--- src/rtl/assert_macros.svh ---
// Assertion macros shared by the RTL of the scaled weight matrix engine.
// No dependencies; the including scope provides clk and rst_n.
`ifndef ASSERT_MACROS_SVH
`define ASSERT_MACROS_SVH
// Checked on every rising edge outside reset.
`define SWME_ASSERT(lbl, prop, msg) \
  lbl: assert property (@(posedge clk) disable iff (!rst_n) prop) else $error(msg);
// Checked on every rising edge, reset included.
`define SWME_ASSERT_ALWAYS(lbl, prop, msg) \
  lbl: assert property (@(posedge clk) prop) else $error(msg);
`endif

--- src/rtl/swme_pkg.sv ---
`timescale 1ns / 1ps
// Shared types, constants and saturating helpers for the scaled weight matrix engine.
// No dependencies.
package swme_pkg;

  localparam int NUM_DIMS    = 1024;
  localparam int NUM_CLASSES = 8;
  localparam int DEPTH       = NUM_DIMS * NUM_CLASSES;
  localparam int ADDR_W      = (DEPTH > 1) ? $clog2(DEPTH) : 1;
  localparam int CLS_W       = (NUM_CLASSES > 1) ? $clog2(NUM_CLASSES) : 1;
  localparam logic [CLS_W-1:0]  K_LAST   = CLS_W'(NUM_CLASSES - 1);
  localparam logic [ADDR_W-1:0] ADDR_END = ADDR_W'(DEPTH - 1);

  localparam int MODE_W = 3;
  localparam int ROW_W  = 20;
  localparam int SEL_W  = 3;
  localparam int CFG_IDX_W = 2;

  localparam logic [31:0]        SCALE_ONE     = 32'h4000_0000;
  localparam logic [31:0]        MIN_SCALE_RST = 32'd1073742;
  localparam logic signed [31:0] BIAS_RST      = 32'sd16777216;

  // input modes
  localparam logic [MODE_W-1:0] MD_SCORE    = 3'd0;
  localparam logic [MODE_W-1:0] MD_UPD_ALL  = 3'd1;
  localparam logic [MODE_W-1:0] MD_UPD_ONE  = 3'd2;
  localparam logic [MODE_W-1:0] MD_SET_COEF = 3'd3;
  localparam logic [MODE_W-1:0] MD_DECAY    = 3'd4;
  localparam logic [MODE_W-1:0] MD_CLEAR    = 3'd5;

  // register indexes
  localparam logic [CFG_IDX_W-1:0] REG_MIN_SCALE  = 2'd0;
  localparam logic [CFG_IDX_W-1:0] REG_BIAS_VALUE = 2'd1;

  typedef enum logic [1:0] {SW_32, SW_40, SW_48} satw_t;

  typedef enum logic [1:0] {MP_IDLE, MP_LO, MP_HI, MP_RND} mul_ph_t;
  typedef enum logic [1:0] {DP_IDLE, DP_RUN, DP_RND} div_ph_t;

  typedef enum logic [4:0] {
    ST_CLEAR, ST_IDLE, ST_DISP,
    ST_SC_RD, ST_SC_MUL, ST_SC_ACC,
    ST_SO_MUL, ST_SO_WAIT, ST_SO_EMIT,
    ST_UP_RD, ST_UP_MUL, ST_UP_PROD, ST_UP_DIV,
    ST_IC_MUL, ST_IC_WAIT,
    ST_DC_SMUL, ST_DC_SWAIT, ST_DC_IMUL, ST_DC_IWAIT,
    ST_FD_RD, ST_FD_MUL, ST_FD_WAIT
  } st_t;

  typedef struct packed {
    logic        start;
    logic [47:0] a;      // magnitude
    logic [31:0] b;      // magnitude
    logic        neg;
    logic        sh30;   // 1: shift 30, 0: shift 24
    satw_t       wsel;
  } mul_req_t;

  typedef struct packed {
    logic               done;
    logic               busy;
    logic signed [47:0] res;
    logic [63:0]        prod;  // raw magnitude product, valid after done
  } mul_rsp_t;

  typedef struct packed {
    logic        start;
    logic [62:0] m;
    logic [31:0] s;
  } div_req_t;

  typedef struct packed {
    logic        done;
    logic        busy;
    logic [40:0] q;
  } div_rsp_t;

  function automatic logic [31:0] mag32(input logic signed [31:0] x);
    return x[31] ? 32'(-x) : 32'(x);
  endfunction

  function automatic logic [47:0] mag48(input logic signed [47:0] x);
    return x[47] ? 48'(-x) : 48'(x);
  endfunction

  function automatic logic signed [47:0] sat_add48(input logic signed [47:0] a,
                                                   input logic signed [47:0] b);
    logic signed [48:0] s;
    s = 49'(a) + 49'(b);
    if (s[48] != s[47]) return s[48] ? {1'b1, 47'd0} : {1'b0, {47{1'b1}}};
    return s[47:0];
  endfunction

  function automatic logic signed [31:0] sat_w32(input logic signed [42:0] x);
    if (x > 43'sd2147483647) return 32'sh7FFF_FFFF;
    if (x < -43'sd2147483648) return 32'sh8000_0000;
    return x[31:0];
  endfunction

endpackage

--- src/rtl/swme_div.sv ---
`timescale 1ns / 1ps
// Restoring divider, one quotient bit a cycle: round(m*64/s), saturated at 2^40.
// Depends on swme_pkg.
module swme_div (
  input  logic               clk,
  input  logic               rst_n,
  input  swme_pkg::div_req_t req,
  output swme_pkg::div_rsp_t rsp
);

  swme_pkg::div_ph_t ph_r, ph_nxt;
  logic        done_r, done_nxt;
  logic [31:0] s_r, s_nxt;
  logic [31:0] rem_r, rem_nxt;
  logic [38:0] num_r, num_nxt;   // remaining dividend bits, MSB first
  logic [38:0] qsh_r, qsh_nxt;
  logic [5:0]  cnt_r, cnt_nxt;
  logic [40:0] q_r, q_nxt;

  logic [32:0] rem_sh;
  logic        ge;

  always_ff @(posedge clk) begin
    if (!rst_n) begin
      ph_r   <= swme_pkg::DP_IDLE;
      done_r <= 1'b0;
    end else begin
      ph_r   <= ph_nxt;
      done_r <= done_nxt;
    end
  end

  always_ff @(posedge clk) begin
    s_r   <= s_nxt;
    rem_r <= rem_nxt;
    num_r <= num_nxt;
    qsh_r <= qsh_nxt;
    cnt_r <= cnt_nxt;
    q_r   <= q_nxt;
  end

  assign rem_sh = {rem_r, num_r[38]};
  assign ge     = (rem_sh >= {1'b0, s_r});

  always_comb begin
    ph_nxt   = ph_r;
    done_nxt = 1'b0;
    s_nxt    = s_r;
    rem_nxt  = rem_r;
    num_nxt  = num_r;
    qsh_nxt  = qsh_r;
    cnt_nxt  = cnt_r;
    q_nxt    = q_r;
    unique case (ph_r)
      swme_pkg::DP_IDLE: begin
        if (req.start) begin
          s_nxt   = req.s;
          rem_nxt = {2'd0, req.m[62:33]};
          num_nxt = {req.m[32:0], 6'd0};
          qsh_nxt = '0;
          cnt_nxt = 6'd38;
          if (req.m == '0) begin
            q_nxt    = '0;
            done_nxt = 1'b1;
          end else if ({2'd0, req.m[62:33]} >= req.s) begin
            // quotient would reach 2^39, also a zero scale
            q_nxt    = 41'd1 << 40;
            done_nxt = 1'b1;
          end else begin
            ph_nxt = swme_pkg::DP_RUN;
          end
        end
      end
      swme_pkg::DP_RUN: begin
        rem_nxt = ge ? 32'(rem_sh - {1'b0, s_r}) : rem_sh[31:0];
        qsh_nxt = {qsh_r[37:0], ge};
        num_nxt = {num_r[37:0], 1'b0};
        cnt_nxt = cnt_r - 6'd1;
        if (cnt_r == '0) begin
          ph_nxt = swme_pkg::DP_RND;
        end
      end
      default: begin
        q_nxt    = 41'(qsh_r) + (({rem_r, 1'b0} >= {1'b0, s_r}) ? 41'd1 : 41'd0);
        done_nxt = 1'b1;
        ph_nxt   = swme_pkg::DP_IDLE;
      end
    endcase
  end

  assign rsp.done = done_r;
  assign rsp.busy = (ph_r != swme_pkg::DP_IDLE);
  assign rsp.q    = q_r;

endmodule

--- config.mk ---
export PLATFORM = sky130hd
export DESIGN_NAME = swme_div
export DESIGN_NICKNAME = d
export VERILOG_FILES = /design/src/rtl/assert_macros.svh /design/src/rtl/swme_pkg.sv /design/src/rtl/swme_div.sv
export SDC_FILE = /design/constraint.sdc
export NUM_CORES = 1
export LEC_CHECK = 0
export ABC_AREA = 1
export BUFFER_PORTS_ARGS = -buffer_cell sky130_fd_sc_hd__buf_2
export CAP_MARGIN = 15
export CORE_UTILIZATION = 51
export DETAILED_ROUTE_END_ITERATION = 16
export GPL_TIMING_DRIVEN = 0
export PLACE_DENSITY = 0.71
export SLEW_MARGIN = 20
export SYNTH_ARGS = -nofsm -noshare
export SYNTH_HDL_FRONTEND = slang
export SYNTH_SLANG_ARGS = --single-unit
export TNS_END_PERCENT = 10
--- constraint.sdc ---
create_clock -name clk -period 17.4 [get_ports clk]
set_input_delay 2.61 -clock clk [delete_from_list [all_inputs] [get_ports clk]]
set_output_delay 2.61 -clock clk [all_outputs]
set_load 0.1 [all_outputs]
* Yosys cells after proc, flatten, opt, wreduce, memory -nomap -nowiden
Index checks and enable logic that the tools add are counted.
** Storage, ports and cells
- Output and inout bits :: 43
- Bits in registers :: 192
** Operators by class
- Mux-type cells :: 23
- Reduce and logical (&&, ||, !) cells :: 9
- $lt $le $gt $ge :: 3
- Bitwise gates (word level) :: 1
- Equality and inequality tests :: 6
- Add/sub/neg operators :: 3
** Operators with widths (count)
- $pmux 39 s2 :: 2
- $mux 41 :: 3
- $pmux 41 s2 :: 1
- $mux 39 :: 2
- $ge 33x32->1 :: 2
- $mux 32 :: 2
- $pmux 32 s2 :: 1
- $logic_not 63->1 :: 1
- $add 39x1->40 :: 1
- $ge 30x32->1 :: 1
- $sub 32x32->32 :: 1
- $pmux 6 s2 :: 1
- $mux 2 :: 4
- $ne 2x2->1 const B :: 4
- $logic_not 6->1 :: 1
- $mux 6 :: 1
- $sub 6x1->6 const B :: 1
- $mux 1 :: 4
- $pmux 2 s2 :: 1
- $reduce_and 2->1 :: 2
- $reduce_and 4->1 :: 1
- $reduce_bool 2->1 :: 2
- $ne 3x3->1 const B :: 1
- $reduce_and 3->1 :: 1
- other kinds (4) :: 4

* Logic depth before layout (Yosys ltp)
- Depth after elaboration :: 5
- Mapped depth :: 25

* Worst setup path after synthesis
OpenSTA, ideal clock, no wires.
- Path kind :: input port to flip-flop
- Start point :: input req[95] (netlist name)
- End point :: register cnt_r[0], enable pin
- Buffers on the path :: 0
- Path slack :: 8.793 ns
- Arrival :: 7.991 ns
- Stages :: 2
- Required time :: 16.784 ns
- Cell sequence :: inv_1 a21oi_1
** On the way
- Cells in the longest elaborated chain, start to end :: 2
** Ends and longest elaborated chain
- from (decl) :: line swme_div.sv:7 : input swme_pkg::div_req_t req,
- $ne 2x2->1 (no line)
- $reduce_and 2->1 (no line)
- to (signal assigned) :: line swme_div.sv:38 : cnt_r <= cnt_nxt;
- to (decl) :: line swme_div.sv:17 : logic [5:0] cnt_r, cnt_nxt;
Every way passes these cells.
A chain may end at the register's enable or synchronous reset.

==> results.py <==
metrics = {
    "status": {
        "outcome": "complete, no violations",
    },
    "detailed_routing": {
        "drtPass1Iterations": 8,
        "drt-vias-per-instance": 5.137,
        "drt_iter0_markers": 915,
        "wire_per_inst_um": 15.34,
        "ant_nets": 0,
        "vias": 10840,
        "drc": 0,
        "detail_route.wirelength_mm": 32.36,
    },
    "floorplanning": {
        "die-height_um": 156.5,
        "floorplan.rows": 56,
        "die_width_um": 156.5,
        "core_um2": 23400,
        "initial_standard_cell_utilization_of_the_core_pct": 51.99,
        "dieArea_um2": 24480,
        "ports": 141,
    },
    "global_route": {
        "number_of_antenna_violations_at_the_first_check_in_global_routing": 2,
        "global_route.usage.total_pct": 27.42,
        "first_global_vias": 10070,
        "grt_start_max_net_pins": 35,
        "first_pass_grt_wire_length_mm": 50.96,
        "globalRoute.totalOverflow": 0,
    },
    "power": {
        "sequentialPowerShare_pct": 41.6,
        "p_leak_uw": 0.006809,
        "power_frac_comb_pct": 28.3,
        "switching_share_pct": 34.56,
        "internal_power_uw": 886.1,
        "p_clk_share_pct": 30.2,
        "ir_drop_mv": 0.04740,
        "power.density_cell_area_nw_per_um2": 96.14,
        "p_sw_uw": 467.9,
    },
    "setup_path": {
        "worst_ep_required_time_ns": 14.79,
        "cp_num_buf_inv": 3,
        "crit_arrival_ns": 2.50,
        "critical_path.top_delay_family": "buffers and inverters",
        "timing.critical_path.to_type": "output port",
        "startpoint_kind_of_the_worst_setup_timing_path": "flop",
        "critical_path_cell_by_cell": "nor2_1 -> inv_1 -> buf_2 -> buf_2",
        "reg2regPathDepth": 20,
        "cpMostUsedCell": "buf_2",
        "slowest_delay_ns": 0.62,
        "crit_path_max_fanout": 10,
        "reg2reg_from": "rem_r[19]",
        "timing.rr.end": "q_r[34]",
        "setup.worst_path.class": "flop to output port",
        "critPathLaunch": "ph_r[1]",
        "regToRegSetupSlack_ns": 12.94,
        "worst_path_max_delay_cell": "nor2_1",
    },
    "synthesis": {
        "count_of_flip_flops_with_a_built_in_enable_after_synthesis": 183,
        "syn-instance-count": 1611,
        "yosysSeqAreaShare_pct": 45.66,
        "synth-warning-count": 0,
        "post_synth.cell_area_avg_um2": 7.552,
        "synth-seq-cells": 186,
        "synth_most_common_cell": "nand2_1",
        "synthTopCellsByArea": "edfxtp_1, nand2_1, inv_1, ha_1, nor2_1",
        "synth-async-reset-ratio_pct": 0,
        "synth.top_cells.by_count": "nand2_1, inv_1, nor2_1",
        "dominantRegCellSynth": "edfxtp_1",
        "synth.net_count": 1776,
        "synth_area_um2": 12170,
        "yosys.cell_types.count": 41,
        "synth_top_cell_by_area": "edfxtp_1",
        "area_fraction_of_the_dominant_cell_type_after_synthesis_pct": 45.17,
    },
    "timing": {
        "final_hold_viol_count": 0,
        "timing_worst_slew_pin_value_ns": 0.7947,
        "period_needed_ns": 5.110,
        "maxClockFrequency_mhz": 195.7,
        "timing.max_slew.rel_slack_pct": 46.82,
        "totalNegativeSetupSlack_ns": 0,
        "number_of_failing_setup_endpoints_in_the_final_timing_report": 0,
        "period_share_pct": 29.37,
        "worst_clock_skew_ns": 0.009524,
        "finalMaxSlewViolations": 0,
        "setup_repair_after_global_routing_missed_its_margin": "false",
    },
    "clocking": {
        "post-cts-setup-buffers": 0,
        "cts.hold.buffers_added": 0,
        "cts_buffers": 17,
        "clock_tree_from_tritoncts": "yes",
        "numClockSinks": 186,
        "htree_levels": 4,
        "clk_buf_depth": 2,
        "worst_setup_hold_path_clk_slew_ns": 0.07,
        "insertion_delay_ns": 0.44,
        "clockRootBuffer": "clkbuf_16",
        "cts_resized": 0,
    },
    "flow_run": {
        "drv.max_cap_violation_count": 0,
    },
    "finish": {
        "layout-area-overhead-vs-synth_pct": 15.75,
        "final-seq-area_um2": 5555,
        "layout-drive-gt1-share_pct": 12.07,
        "fillers": 2190,
        "final_nets": 1943,
        "multi_input_comb_area_um2": 5335,
        "finalInstanceArea_um2": 14080,
    },
    "placement": {
        "final_wtd_congestion": 0.9430,
        "place.detailed.hpwl_mm": 25.63,
        "detailed_place.area_um2": 13480,
        "port-buffer-count": 140,
    },
    "worst_hold_path": {
        "hold_class": "flop to flop",
        "hold_path.startpoint": "num_r[10]",
        "timing.hold.worst_endpoint": "num_r[11]",
        "timing.hold.worst_path_depth": 2,
    },
}
[layer usage]
layer  vias up  routed length [um]  track usage (%)  share of wire (%)
met2       402               13830            41.73                 43
met4         2                 552            7.656                1.7
met1      4935               15190            39.05                 47
li1       5463                   -                -                  -
met5         -                  13                0              0.040
met3        37                2776            6.203                8.6
[worst max path at each step]
stage / slack (ns) / to / cells past startpoint
floorplan: 8.79 / cnt_r[0] / 2
global placement: 5.97 / rem_r[13] / 3
detailed placement: 12.55 / q_r[2] / 13
CTS: 12.40 / rsp[41] / 4
global route: 12.28 / rsp[41] / 4
finish: 12.29 / rsp[41] / 4
[power groups by stage]
stage          Combinational [uW]  Clock (uW)  Sequential (uW)
3_5_place_dp                  378           0              572
3_3_place_gp                  364           0              578
4_1_cts                       381         413              563
2_1_floorplan                 255           0              584
5_1_grt                       433         428              567
6_report                      383         408              563
[worst min-delay path, delay by kind of cell, from the launching register on]
kind / cells / cell delay [ns]
flops: 1 / 0.32
simple gates: 2 / 0.10
[final cells by class]
class	instances	share of cell area, %
Buffer	27	0.9773
Clock buffer	17	3.021
Multi-Input combinational cell	1089	37.88
Antenna cell	1	0.01777
Inverter	309	8.236
Timing Repair Buffer	148	6.308
Tap cell	319	2.834
Clock inverter	14	1.279
Sequential cell	186	39.45
[flip-flops by register name, summed over array words and instances (netlist names)]
| name | cells |
|---|---|
| s_r | 32 |
| rem_r | 32 |
| num_r | 33 |
| qsh_r | 39 |
| q_r | 41 |
| done_r | 1 |
| ph_r | 2 |
| cnt_r | 6 |
[through the flow]
stage	util (%)	hold slack, ns	std cells	power (uW)	worst slack (ns)
2_1_floorplan	-	0.4744	1611	838.8	8.793
4_1_cts	60.17	0.5213	2109	1356	12.40
6_report	60.18	0.5262	2110	1354	12.29
5_1_grt	60.18	0.5480	2110	1428	12.28
3_3_place_gp	56.69	0.4999	2070	941.5	5.965
3_5_place_dp	57.58	0.5041	2078	950.4	12.55
[placed cells by master (no fill, tap or decap), types with 2 or more instances in the layout]
master and n:
a21oi_1 57, a21oi_4 2, and3_1 2, buf_1 5, buf_16 5, buf_2 142, buf_4 3, buf_6 3
buf_8 2, bufinv_16 2, clkbuf_1 14, clkbuf_16 17, clkinv_8 2, clkinvlp_4 3, dfxtp_1 3, edfxtp_1 183
ha_1 66, inv_1 305, inv_2 4, inv_6 3, inv_8 3, nand2_1 521, nand2_2 4, nand3_1 87
nand3_2 5, nand3b_1 2, nand4_1 31, nor2_1 187, nor2_2 6, nor2_4 2, nor3_1 32, nor3_2 2
nor3b_1 3, nor4_1 3, o21a_1 2, o21ai_0 41, o21ai_1 2, o21bai_1 5, xnor2_1 16, xor2_1 2
[kinds of logic (layout without fill, tap and decap cells)]
kind of cell	after synthesis	in the layout	share of synthesized area [%]
DFF	186	186	45.66
adders and majority gates	67	67	6.952
and+or+nand+nor	890	890	30.39
other	0	1	0
buffers and inverters	336	515	10.66
xor gates and xnor gates	18	18	1.296
AOI/OAI and AO/OA	114	114	5.039
Note: power is estimated with default switching activity, not from simulation.
