File: config.mk
export PLATFORM = sky130hd
export DESIGN_NAME = swme_mul
export DESIGN_NICKNAME = d
export VERILOG_FILES = /design/src/rtl/assert_macros.svh /design/src/rtl/swme_pkg.sv /design/src/rtl/swme_mul.sv
export SDC_FILE = /design/constraint.sdc
export NUM_CORES = 2
export LEC_CHECK = 0
export BUFFER_PORTS_ARGS = -buffer_cell sky130_fd_sc_hd__buf_2
export CELL_PAD_IN_SITES_DETAIL_PLACEMENT = 1
export CELL_PAD_IN_SITES_GLOBAL_PLACEMENT = 1
export CORE_ASPECT_RATIO = 0.75
export CORE_MARGIN = 3
export CORE_UTILIZATION = 51
export CTS_BUF_LIST = sky130_fd_sc_hd__clkbuf_4
export DETAILED_ROUTE_END_ITERATION = 10
export PLACE_DENSITY_LB_ADDON = 0.25
export RECOVER_POWER = 50
export SYNTH_ARGS = -nofsm -noshare
export SYNTH_HDL_FRONTEND = slang
export SYNTH_SLANG_ARGS = --single-unit
File: constraint.sdc
create_clock -name clk -period 16 [get_ports clk]
set_input_delay 4 -clock clk [delete_from_list [all_inputs] [get_ports clk]]
set_output_delay 4 -clock clk [all_outputs]
set_load 0.02 [all_outputs]
File: src/rtl/assert_macros.svh
// Assertion macros shared by the RTL of the scaled weight matrix engine.
// No dependencies; the including scope provides clk and rst_n.
`ifndef ASSERT_MACROS_SVH
`define ASSERT_MACROS_SVH
// Checked on every rising edge outside reset.
`define SWME_ASSERT(lbl, prop, msg) \
  lbl: assert property (@(posedge clk) disable iff (!rst_n) prop) else $error(msg);
// Checked on every rising edge, reset included.
`define SWME_ASSERT_ALWAYS(lbl, prop, msg) \
  lbl: assert property (@(posedge clk) prop) else $error(msg);
`endif

File: src/rtl/swme_pkg.sv
`timescale 1ns / 1ps
// Shared types, constants and saturating helpers for the scaled weight matrix engine.
// No dependencies.
package swme_pkg;

  localparam int NUM_DIMS    = 1024;
  localparam int NUM_CLASSES = 8;
  localparam int DEPTH       = NUM_DIMS * NUM_CLASSES;
  localparam int ADDR_W      = (DEPTH > 1) ? $clog2(DEPTH) : 1;
  localparam int CLS_W       = (NUM_CLASSES > 1) ? $clog2(NUM_CLASSES) : 1;
  localparam logic [CLS_W-1:0]  K_LAST   = CLS_W'(NUM_CLASSES - 1);
  localparam logic [ADDR_W-1:0] ADDR_END = ADDR_W'(DEPTH - 1);

  localparam int MODE_W = 3;
  localparam int ROW_W  = 20;
  localparam int SEL_W  = 3;
  localparam int CFG_IDX_W = 2;

  localparam logic [31:0]        SCALE_ONE     = 32'h4000_0000;
  localparam logic [31:0]        MIN_SCALE_RST = 32'd1073742;
  localparam logic signed [31:0] BIAS_RST      = 32'sd16777216;

  // input modes
  localparam logic [MODE_W-1:0] MD_SCORE    = 3'd0;
  localparam logic [MODE_W-1:0] MD_UPD_ALL  = 3'd1;
  localparam logic [MODE_W-1:0] MD_UPD_ONE  = 3'd2;
  localparam logic [MODE_W-1:0] MD_SET_COEF = 3'd3;
  localparam logic [MODE_W-1:0] MD_DECAY    = 3'd4;
  localparam logic [MODE_W-1:0] MD_CLEAR    = 3'd5;

  // register indexes
  localparam logic [CFG_IDX_W-1:0] REG_MIN_SCALE  = 2'd0;
  localparam logic [CFG_IDX_W-1:0] REG_BIAS_VALUE = 2'd1;

  typedef enum logic [1:0] {SW_32, SW_40, SW_48} satw_t;

  typedef enum logic [1:0] {MP_IDLE, MP_LO, MP_HI, MP_RND} mul_ph_t;
  typedef enum logic [1:0] {DP_IDLE, DP_RUN, DP_RND} div_ph_t;

  typedef enum logic [4:0] {
    ST_CLEAR, ST_IDLE, ST_DISP,
    ST_SC_RD, ST_SC_MUL, ST_SC_ACC,
    ST_SO_MUL, ST_SO_WAIT, ST_SO_EMIT,
    ST_UP_RD, ST_UP_MUL, ST_UP_PROD, ST_UP_DIV,
    ST_IC_MUL, ST_IC_WAIT,
    ST_DC_SMUL, ST_DC_SWAIT, ST_DC_IMUL, ST_DC_IWAIT,
    ST_FD_RD, ST_FD_MUL, ST_FD_WAIT
  } st_t;

  typedef struct packed {
    logic        start;
    logic [47:0] a;      // magnitude
    logic [31:0] b;      // magnitude
    logic        neg;
    logic        sh30;   // 1: shift 30, 0: shift 24
    satw_t       wsel;
  } mul_req_t;

  typedef struct packed {
    logic               done;
    logic               busy;
    logic signed [47:0] res;
    logic [63:0]        prod;  // raw magnitude product, valid after done
  } mul_rsp_t;

  typedef struct packed {
    logic        start;
    logic [62:0] m;
    logic [31:0] s;
  } div_req_t;

  typedef struct packed {
    logic        done;
    logic        busy;
    logic [40:0] q;
  } div_rsp_t;

  function automatic logic [31:0] mag32(input logic signed [31:0] x);
    return x[31] ? 32'(-x) : 32'(x);
  endfunction

  function automatic logic [47:0] mag48(input logic signed [47:0] x);
    return x[47] ? 48'(-x) : 48'(x);
  endfunction

  function automatic logic signed [47:0] sat_add48(input logic signed [47:0] a,
                                                   input logic signed [47:0] b);
    logic signed [48:0] s;
    s = 49'(a) + 49'(b);
    if (s[48] != s[47]) return s[48] ? {1'b1, 47'd0} : {1'b0, {47{1'b1}}};
    return s[47:0];
  endfunction

  function automatic logic signed [31:0] sat_w32(input logic signed [42:0] x);
    if (x > 43'sd2147483647) return 32'sh7FFF_FFFF;
    if (x < -43'sd2147483648) return 32'sh8000_0000;
    return x[31:0];
  endfunction

endpackage

File: src/rtl/swme_mul.sv
`timescale 1ns / 1ps
// Shared multiplier: 48x32 magnitude product in two 32x32 passes, then round/shift/saturate.
// Depends on swme_pkg.
module swme_mul (
  input  logic               clk,
  input  logic               rst_n,
  input  swme_pkg::mul_req_t req,
  output swme_pkg::mul_rsp_t rsp
);

  swme_pkg::mul_ph_t ph_r, ph_nxt;
  logic               done_r, done_nxt;
  logic [47:0]        a_r, a_nxt;
  logic [31:0]        b_r, b_nxt;
  logic               neg_r, neg_nxt;
  logic               sh30_r, sh30_nxt;
  swme_pkg::satw_t    wsel_r, wsel_nxt;
  logic [79:0]        acc_r, acc_nxt;
  logic signed [47:0] res_r, res_nxt;

  logic [31:0] mop;
  logic [63:0] pp;
  logic [80:0] rnd_sum;
  logic [80:0] shv;
  logic [48:0] lim;
  logic [48:0] mres;

  always_ff @(posedge clk) begin
    if (!rst_n) begin
      ph_r   <= swme_pkg::MP_IDLE;
      done_r <= 1'b0;
    end else begin
      ph_r   <= ph_nxt;
      done_r <= done_nxt;
    end
  end

  always_ff @(posedge clk) begin
    a_r    <= a_nxt;
    b_r    <= b_nxt;
    neg_r  <= neg_nxt;
    sh30_r <= sh30_nxt;
    wsel_r <= wsel_nxt;
    acc_r  <= acc_nxt;
    res_r  <= res_nxt;
  end

  // one 32x32 multiplier serves both partial products
  assign mop = (ph_r == swme_pkg::MP_LO) ? a_r[31:0] : {16'd0, a_r[47:32]};
  assign pp  = mop * b_r;

  always_comb begin
    rnd_sum = {1'b0, acc_r} + (sh30_r ? (81'd1 << 29) : (81'd1 << 23));
    shv     = sh30_r ? (rnd_sum >> 30) : (rnd_sum >> 24);
    unique case (wsel_r)
      swme_pkg::SW_32: lim = (49'd1 << 31) - (neg_r ? 49'd0 : 49'd1);
      swme_pkg::SW_40: lim = (49'd1 << 39) - (neg_r ? 49'd0 : 49'd1);
      default:         lim = (49'd1 << 47) - (neg_r ? 49'd0 : 49'd1);
    endcase
    mres = (shv > 81'(lim)) ? lim : shv[48:0];
  end

  always_comb begin
    ph_nxt   = ph_r;
    done_nxt = 1'b0;
    a_nxt    = a_r;
    b_nxt    = b_r;
    neg_nxt  = neg_r;
    sh30_nxt = sh30_r;
    wsel_nxt = wsel_r;
    acc_nxt  = acc_r;
    res_nxt  = res_r;
    unique case (ph_r)
      swme_pkg::MP_IDLE: begin
        if (req.start) begin
          a_nxt    = req.a;
          b_nxt    = req.b;
          neg_nxt  = req.neg;
          sh30_nxt = req.sh30;
          wsel_nxt = req.wsel;
          ph_nxt   = swme_pkg::MP_LO;
        end
      end
      swme_pkg::MP_LO: begin
        acc_nxt = 80'(pp);
        ph_nxt  = swme_pkg::MP_HI;
      end
      swme_pkg::MP_HI: begin
        acc_nxt = acc_r + (80'(pp) << 32);
        ph_nxt  = swme_pkg::MP_RND;
      end
      default: begin
        res_nxt  = neg_r ? 48'(-mres) : mres[47:0];
        done_nxt = 1'b1;
        ph_nxt   = swme_pkg::MP_IDLE;
      end
    endcase
  end

  assign rsp.done = done_r;
  assign rsp.busy = (ph_r != swme_pkg::MP_IDLE);
  assign rsp.res  = res_r;
  assign rsp.prod = acc_r[63:0];

endmodule

== After elaboration in Yosys (flattened, before gate mapping) ==
Index checks and enable logic that the tools add are counted.

* ROM bits: 0
* Latch bits: 0
* Input port bits: 87
* Memories kept: 0
* Memory bits (writable): 0
* Register bits after elaboration: 215
* Logic and storage cells: 38

* Shifts and indexed selects: 0
* Multiplexer cells: 11
* Equal/unequal tests: 4
* Order comparisons: 1
* Multipliers: 1
* Bitwise operators: 0
* Add/sub/neg operators: 6
* Div/mod/pow operators: 0
* Reduce and logical (&&, ||, !) cells: 6

{| class="wikitable"
|+ Operators by type and width
! operator !! number
|-
| case mux 80 bit (2 select lines) || 1
|-
| case mux 49 bit (2 select lines) || 1
|-
| two-way mux 48 bit || 2
|-
| adder 80 x 30 -> 81 bit || 1
|-
| adder 80 bit || 1
|-
| multiplier 32 x 32 -> 64 bit || 1
|-
| greater-than comparator 57 x 49 -> 1 bit || 1
|-
| two-way mux 57 bit || 1
|-
| subtractor 32 x 49 -> 49 bit, first input constant || 1
|-
| subtractor 40 x 49 -> 49 bit, first input constant || 1
|-
| subtractor 48 x 1 -> 49 bit, first input constant || 1
|-
| negator 48 bit || 1
|-
| two-way mux 32 bit || 1
|-
| two-way mux 30 bit || 1
|-
| case mux 2 bit (3 select lines) || 1
|-
| equality test 2 x 1 -> 1 bit, second input constant || 2
|-
| zero test 2 bit || 2
|-
| nonzero test 2 bit || 2
|-
| OR reduction 3 bit || 1
|-
| equality test 2 bit, second input constant || 1
|-
| two-way mux 1 bit || 2
|-
| two-way mux 2 bit || 1
|-
| != test 2 bit, second input constant || 1
|-
| AND reduction 2 bit || 1
|}

== Depth between registers and ports, before layout ==
* Depth in word-level cells: 7
* Depth in mapped cells: 46
* Depth with buffers taken out: 42

== Least setup slack after synthesis ==
OpenSTA, ideal clock, no wires.

* Path kind: flip-flop to flip-flop
* Start: register ph_r[1]
* End: register acc_r[72], data pin
* Slack: 4,349 ps
* Library setup time: 266 ps
* Stages on the path, launching flop included: 41
* Arrival: 11,385 ps
* Cell sequence: dfxtp_1 > inv_1 > ha_1 > clkbuf_1 > buf_1 > mux2_2 > clkbuf_1 > and2_1 > fa_1 > inv_1 > fa_1 > fa_1 > fa_1 > inv_1 > fa_1 > inv_1 > fa_1 > inv_1 > [... 5 more ...] > and3_1 > a311o_1 > a31oi_1 > o21bai_1 > a21oi_1 > o21bai_1 > a2111oi_0 > o31a_1 > nor2_1 > ha_1 > and3_1 > nand2_1 > or4_1 > a211oi_1 > nor3_1 > o41ai_1 > xnor2_1 > nor2_1

* Cells in the longest elaborated chain, start to end: 5
* Elaborated cells between the ends (all ways): 6

{| class="wikitable"
|+ RTL lines
! what !! RTL line !! RTL
|-
| from (decl) || swme_mul.sv:11 || <nowiki>swme_pkg::mul_ph_t ph_r, ph_nxt;</nowiki>
|-
| from (signal assigned) || swme_mul.sv:30 || <nowiki>ph_r <= swme_pkg::MP_IDLE;</nowiki>
|-
| from (signal assigned) || swme_mul.sv:33 || <nowiki>ph_r <= ph_nxt;</nowiki>
|-
| equality test 2 x 1 -> 1 bit || swme_mul.sv:49, swme_mul.sv:73 ||
|-
| two-way mux 32 bit || swme_mul.sv:49 || <nowiki>assign mop = (ph_r == swme_pkg::MP_LO) ? a_r[31:0] : {16'd0, a_r[47:32]};</nowiki>
|-
| multiplier 32 x 32 -> 64 bit || swme_mul.sv:50 || <nowiki>assign pp = mop * b_r;</nowiki>
|-
| adder 80 bit || swme_mul.sv:89 || <nowiki>acc_nxt = acc_r + (80'(pp) << 32);</nowiki>
|-
| case mux 80 bit (2 select lines) (*) || swme_mul.sv:73 || <nowiki>unique case (ph_r)</nowiki>
|-
| to (signal assigned) || swme_mul.sv:44 || <nowiki>acc_r <= acc_nxt;</nowiki>
|-
| to (decl) || swme_mul.sv:18 || <nowiki>logic [79:0] acc_r, acc_nxt;</nowiki>
|}

Every way passes the cells marked *; elsewhere a longest branch is shown, timed or not.
A chain may end at the register's enable or synchronous reset.

== Final worst setup path ==
* Start: register ph_r[1]
* End: register acc_r[79], data pin

Same word-level chain as after synthesis.

==> reports/results.txt <==
On the final layout, the worst hold slack is 724 ps. Measured against its own limit, the worst slew margin works out to -168%. The average wire per cell in the routed design works out to 26.0 um. The fraction of layout cells with a size suffix above 1 is 8.33%. Critical setup path kind: reg2reg. The fill cell instance count of the final layout was 10937; the post-route core utilization was 54.5%. Summed over all layers, the global routing overflow is 0.

The ratio of routed vias to standard cells came out at 6.04. Excluding fillers, the count of instances in the completed layout stands at 6650. Before antenna repair, the detailed router went through 5 iterations. The count of unresolved DRC violations after routing is 0.

For the max-slew violation total from the final report, the log shows 241. Following the worst setup path forward leads to its endpoint at acc_r[79]. STA classifies the critical path startpoint as a flop. The fraction of the cycle the final worst path needs works out to 84.4%.

The slew at the pin closest to its max-slew limit was 4020 ps; the share of synthesized registers carrying an async set or reset was 0%. The later-pin clock latency in the skew report is 1000 ps, and the number of cells on the worst reg-to-reg path is 35. Data on the critical path is required at its endpoint by 16680 ps. TritonCTS built the clock tree. The most critical setup path has its startpoint at ph_r[1].

For this run, the number of Yosys warnings is 0. In the final layout, the multi-input gates occupy 37500 sq um. The run gives 3766 as the number of DRC markers in iteration 0. Count of instances resized after the clock tree is built: 0. In the synthesized netlist, the cells that appear most often are sky130_fd_sc_hd__inv_1, sky130_fd_sc_hd__fa_1, sky130_fd_sc_hd__nand2_1, sky130_fd_sc_hd__ha_1, sky130_fd_sc_hd__and2_1. The post-CTS setup buffer count was 0; the setup skew after layout was 61.8 ps. After legalization and detailed placement, the total HPWL measured 136000 um. In the synthesized netlist the dominant register cell turns out to be sky130_fd_sc_hd__edfxtp_1.

The highest cell delay on the worst timing path is 2300 ps, and the area taken by flip-flops and latches is 6430 sq um. The worst hold path belongs to the class reg2reg. The worst register-to-register path ends at acc_r[79]. For the post-synth design cell area, the log shows 49200 sq um. The cell repeated most along the worst path is sky130_fd_sc_hd__fa_1. The number of unique standard cell types used by synthesis is 97.

For this run, the register share of the synthesized area comes to 13.1%. Setup repair after global routing left no endpoint under its margin. The final critical delay including setup and external delays works out to 13510 ps. Yosys attributes the largest share of cell area to sky130_fd_sc_hd__fa_1, sky130_fd_sc_hd__edfxtp_1, sky130_fd_sc_hd__ha_1, sky130_fd_sc_hd__inv_1, sky130_fd_sc_hd__nand2_1.

The total die area was 100000 sq um. The checks that failed: max-capacitance violations, max-slew violations. The number of cells produced by synthesis was 5366. In this run, synthesis produced a sequential element count of 215. The number of nets handed over by synthesis was 6715.

Data arrives at the worst endpoint at 14190 ps. The startpoint identified for the worst hold timing path is ph_r[1]. Among all cell types in the netlist, the one instantiated most often is sky130_fd_sc_hd__inv_1. Global routing used 35.2% of the available tracks across all layers.

Relative to the synthesized area, the layout overhead comes to 4.82%. Number of antenna violations at the first check in global routing: 10. After clock tree synthesis, the clock-pin slew on the worst setup and hold paths is 70 ps.

The floorplan step defined a core boundary enclosing 94500 sq um. The congestion estimate from routability-driven global placement came to 0.961. The final-layout setup total negative slack is 0 ps.

Summed over its instances, the top area cell type makes up 36.5% of the synthesized netlist area. The flow ran to the end, but the final reports show violations. The maximum net fanout on the critical path works out to 62. Row generation in the floorplan step produced 97 rows. The cell with the largest stage delay on the worst path was sky130_fd_sc_hd__clkbuf_1. The number of hold-repair buffers added at the cts stage is 0, and the minimum setup slack among reg-to-reg paths is 2490 ps.

The net count reported at finish was 6714. For the first-pass GRT wire length, the log shows 265000 um. The cell count after placement is 6534, and the initial standard-cell utilization of the core is 52.0%.

The synthesized area per cell was 9.16 sq um; the CTS buffer count was 66. Input and output buffers added on the ports amount to 200. The routed design has 173000 um of wire.

Max-cap violations in this run came to 5. The height of the chip is 275 um, and the number of global-route vias before repair is 42804. The H-tree depth reported by CTS was 3; the maximum buffer depth of the clock tree was 3. CTS placed an instance of sky130_fd_sc_hd__clkbuf_4 at the clock tree root. For this run, the top clock speed supported by timing is 74.0 MHz.

The worst register-to-register path begins at ph_r[1]. For the routed via count, the log shows 40153. The biggest area contributor in the post-synthesis netlist is sky130_fd_sc_hd__fa_1. The worst setup path is captured at a flop. 201 I/O pins were placed.

Counting flops with a built-in enable in the synthesized netlist gives 212. Setup violations remaining at the end of the flow were counted as 0. CTS saw 215 sinks.

The chip width was 365 um; the number of hold-slack violations in the final timing report was 0. Entering global routing, the biggest net connects 81 pins. The detail route stage leaves a number of antenna-violating nets equal to 0.
## how the worst min path moves through the flow
stage,end,slack (ps),cells after the start
2_1_floorplan,ph_r[1],590,3
3_3_place_gp,ph_r[1],690,3
3_5_place_dp,ph_r[1],710,3
4_1_cts,ph_r[1],730,3
5_1_grt,ph_r[1],780,3
6_report,ph_r[1],720,3
## cells by family after synthesis
kind of cell / count (synthesis) / share of synthesized area (%)
fa+ha+maj: 1262 / 45.8
buf+inv: 1331 / 10.7
compound gates: 589 / 8.04
flops: 215 / 13.1
xor+xnor: 145 / 2.58
simple gates: 1757 / 18.3
mux: 67 / 1.43
## worst max-delay path: cells and delay by family (launching register included)
kind	cells	cell delay, ps
adders and majority gates	11	5270
and+or+nand+nor	7	1270
buffers and inverters	8	3350
DFF	1	330
xor gates and xnor gates	2	460
AOI/OAI and AO/OA	7	2460
## layout make-up
class                           count  area share (%)
Clock inverter                     22           0.262
Sequential cell                   215            12.5
Inverter                          976            7.11
Antenna cell                        9          0.0437
Clock buffer                       85            1.24
Multi-Input combinational cell   3820            72.7
Tap cell                         1237            3.00
Timing Repair Buffer              286            3.16
## sequential cells by signal (all words and copies together) (netlist names)
name and cells:
done_r 1, res_r 48, acc_r 80, neg_r 1
sh30_r 1, wsel_r 2, ph_r 2, a_r 48
b_r 32
## cells in the final DEF (no fill, tap or decap), types with 40 or more instances in the layout
cell                       synthesis  routed
sky130_fd_sc_hd__a21o_1           90      90
sky130_fd_sc_hd__a21oi_1         166     166
sky130_fd_sc_hd__and2_1          364     360
sky130_fd_sc_hd__and3_1          216     216
sky130_fd_sc_hd__buf_2            20     196
sky130_fd_sc_hd__buf_4            69      82
sky130_fd_sc_hd__clkbuf_4          0      85
sky130_fd_sc_hd__edfxtp_1        212     212
sky130_fd_sc_hd__fa_1            897     897
sky130_fd_sc_hd__ha_1            365     363
sky130_fd_sc_hd__inv_1           975     973
sky130_fd_sc_hd__mux2i_1          40      40
sky130_fd_sc_hd__nand2_1         688     688
sky130_fd_sc_hd__nand3_1          60      60
sky130_fd_sc_hd__nor2_1          146     146
sky130_fd_sc_hd__nor3_1           61      60
sky130_fd_sc_hd__o21ai_0          79      79
sky130_fd_sc_hd__xnor2_1          94      94
sky130_fd_sc_hd__xor2_1           51      51
## metrics by stage
step / cell area, sq um / worst slack [ps]
finish: 51500 / 2490
global route: 51500 / 1670
CTS: 51600 / 3600
detailed placement: 50800 / 3630
global placement: 50800 / 4040
floorplan: 49200 / 4350
## layer usage
metal	up-vias	routed length (um)	track usage [%]
met2	1988	74400	51.7
met5	-	0	0
li1	17030	-	-
met3	301	19800	10.5
met1	20834	73700	50.5
met4	0	5220	10.2
Power is left out: the tool's default activity adds up to more than one toggle a clock period on the data nets, which glitch-free logic cannot reach.
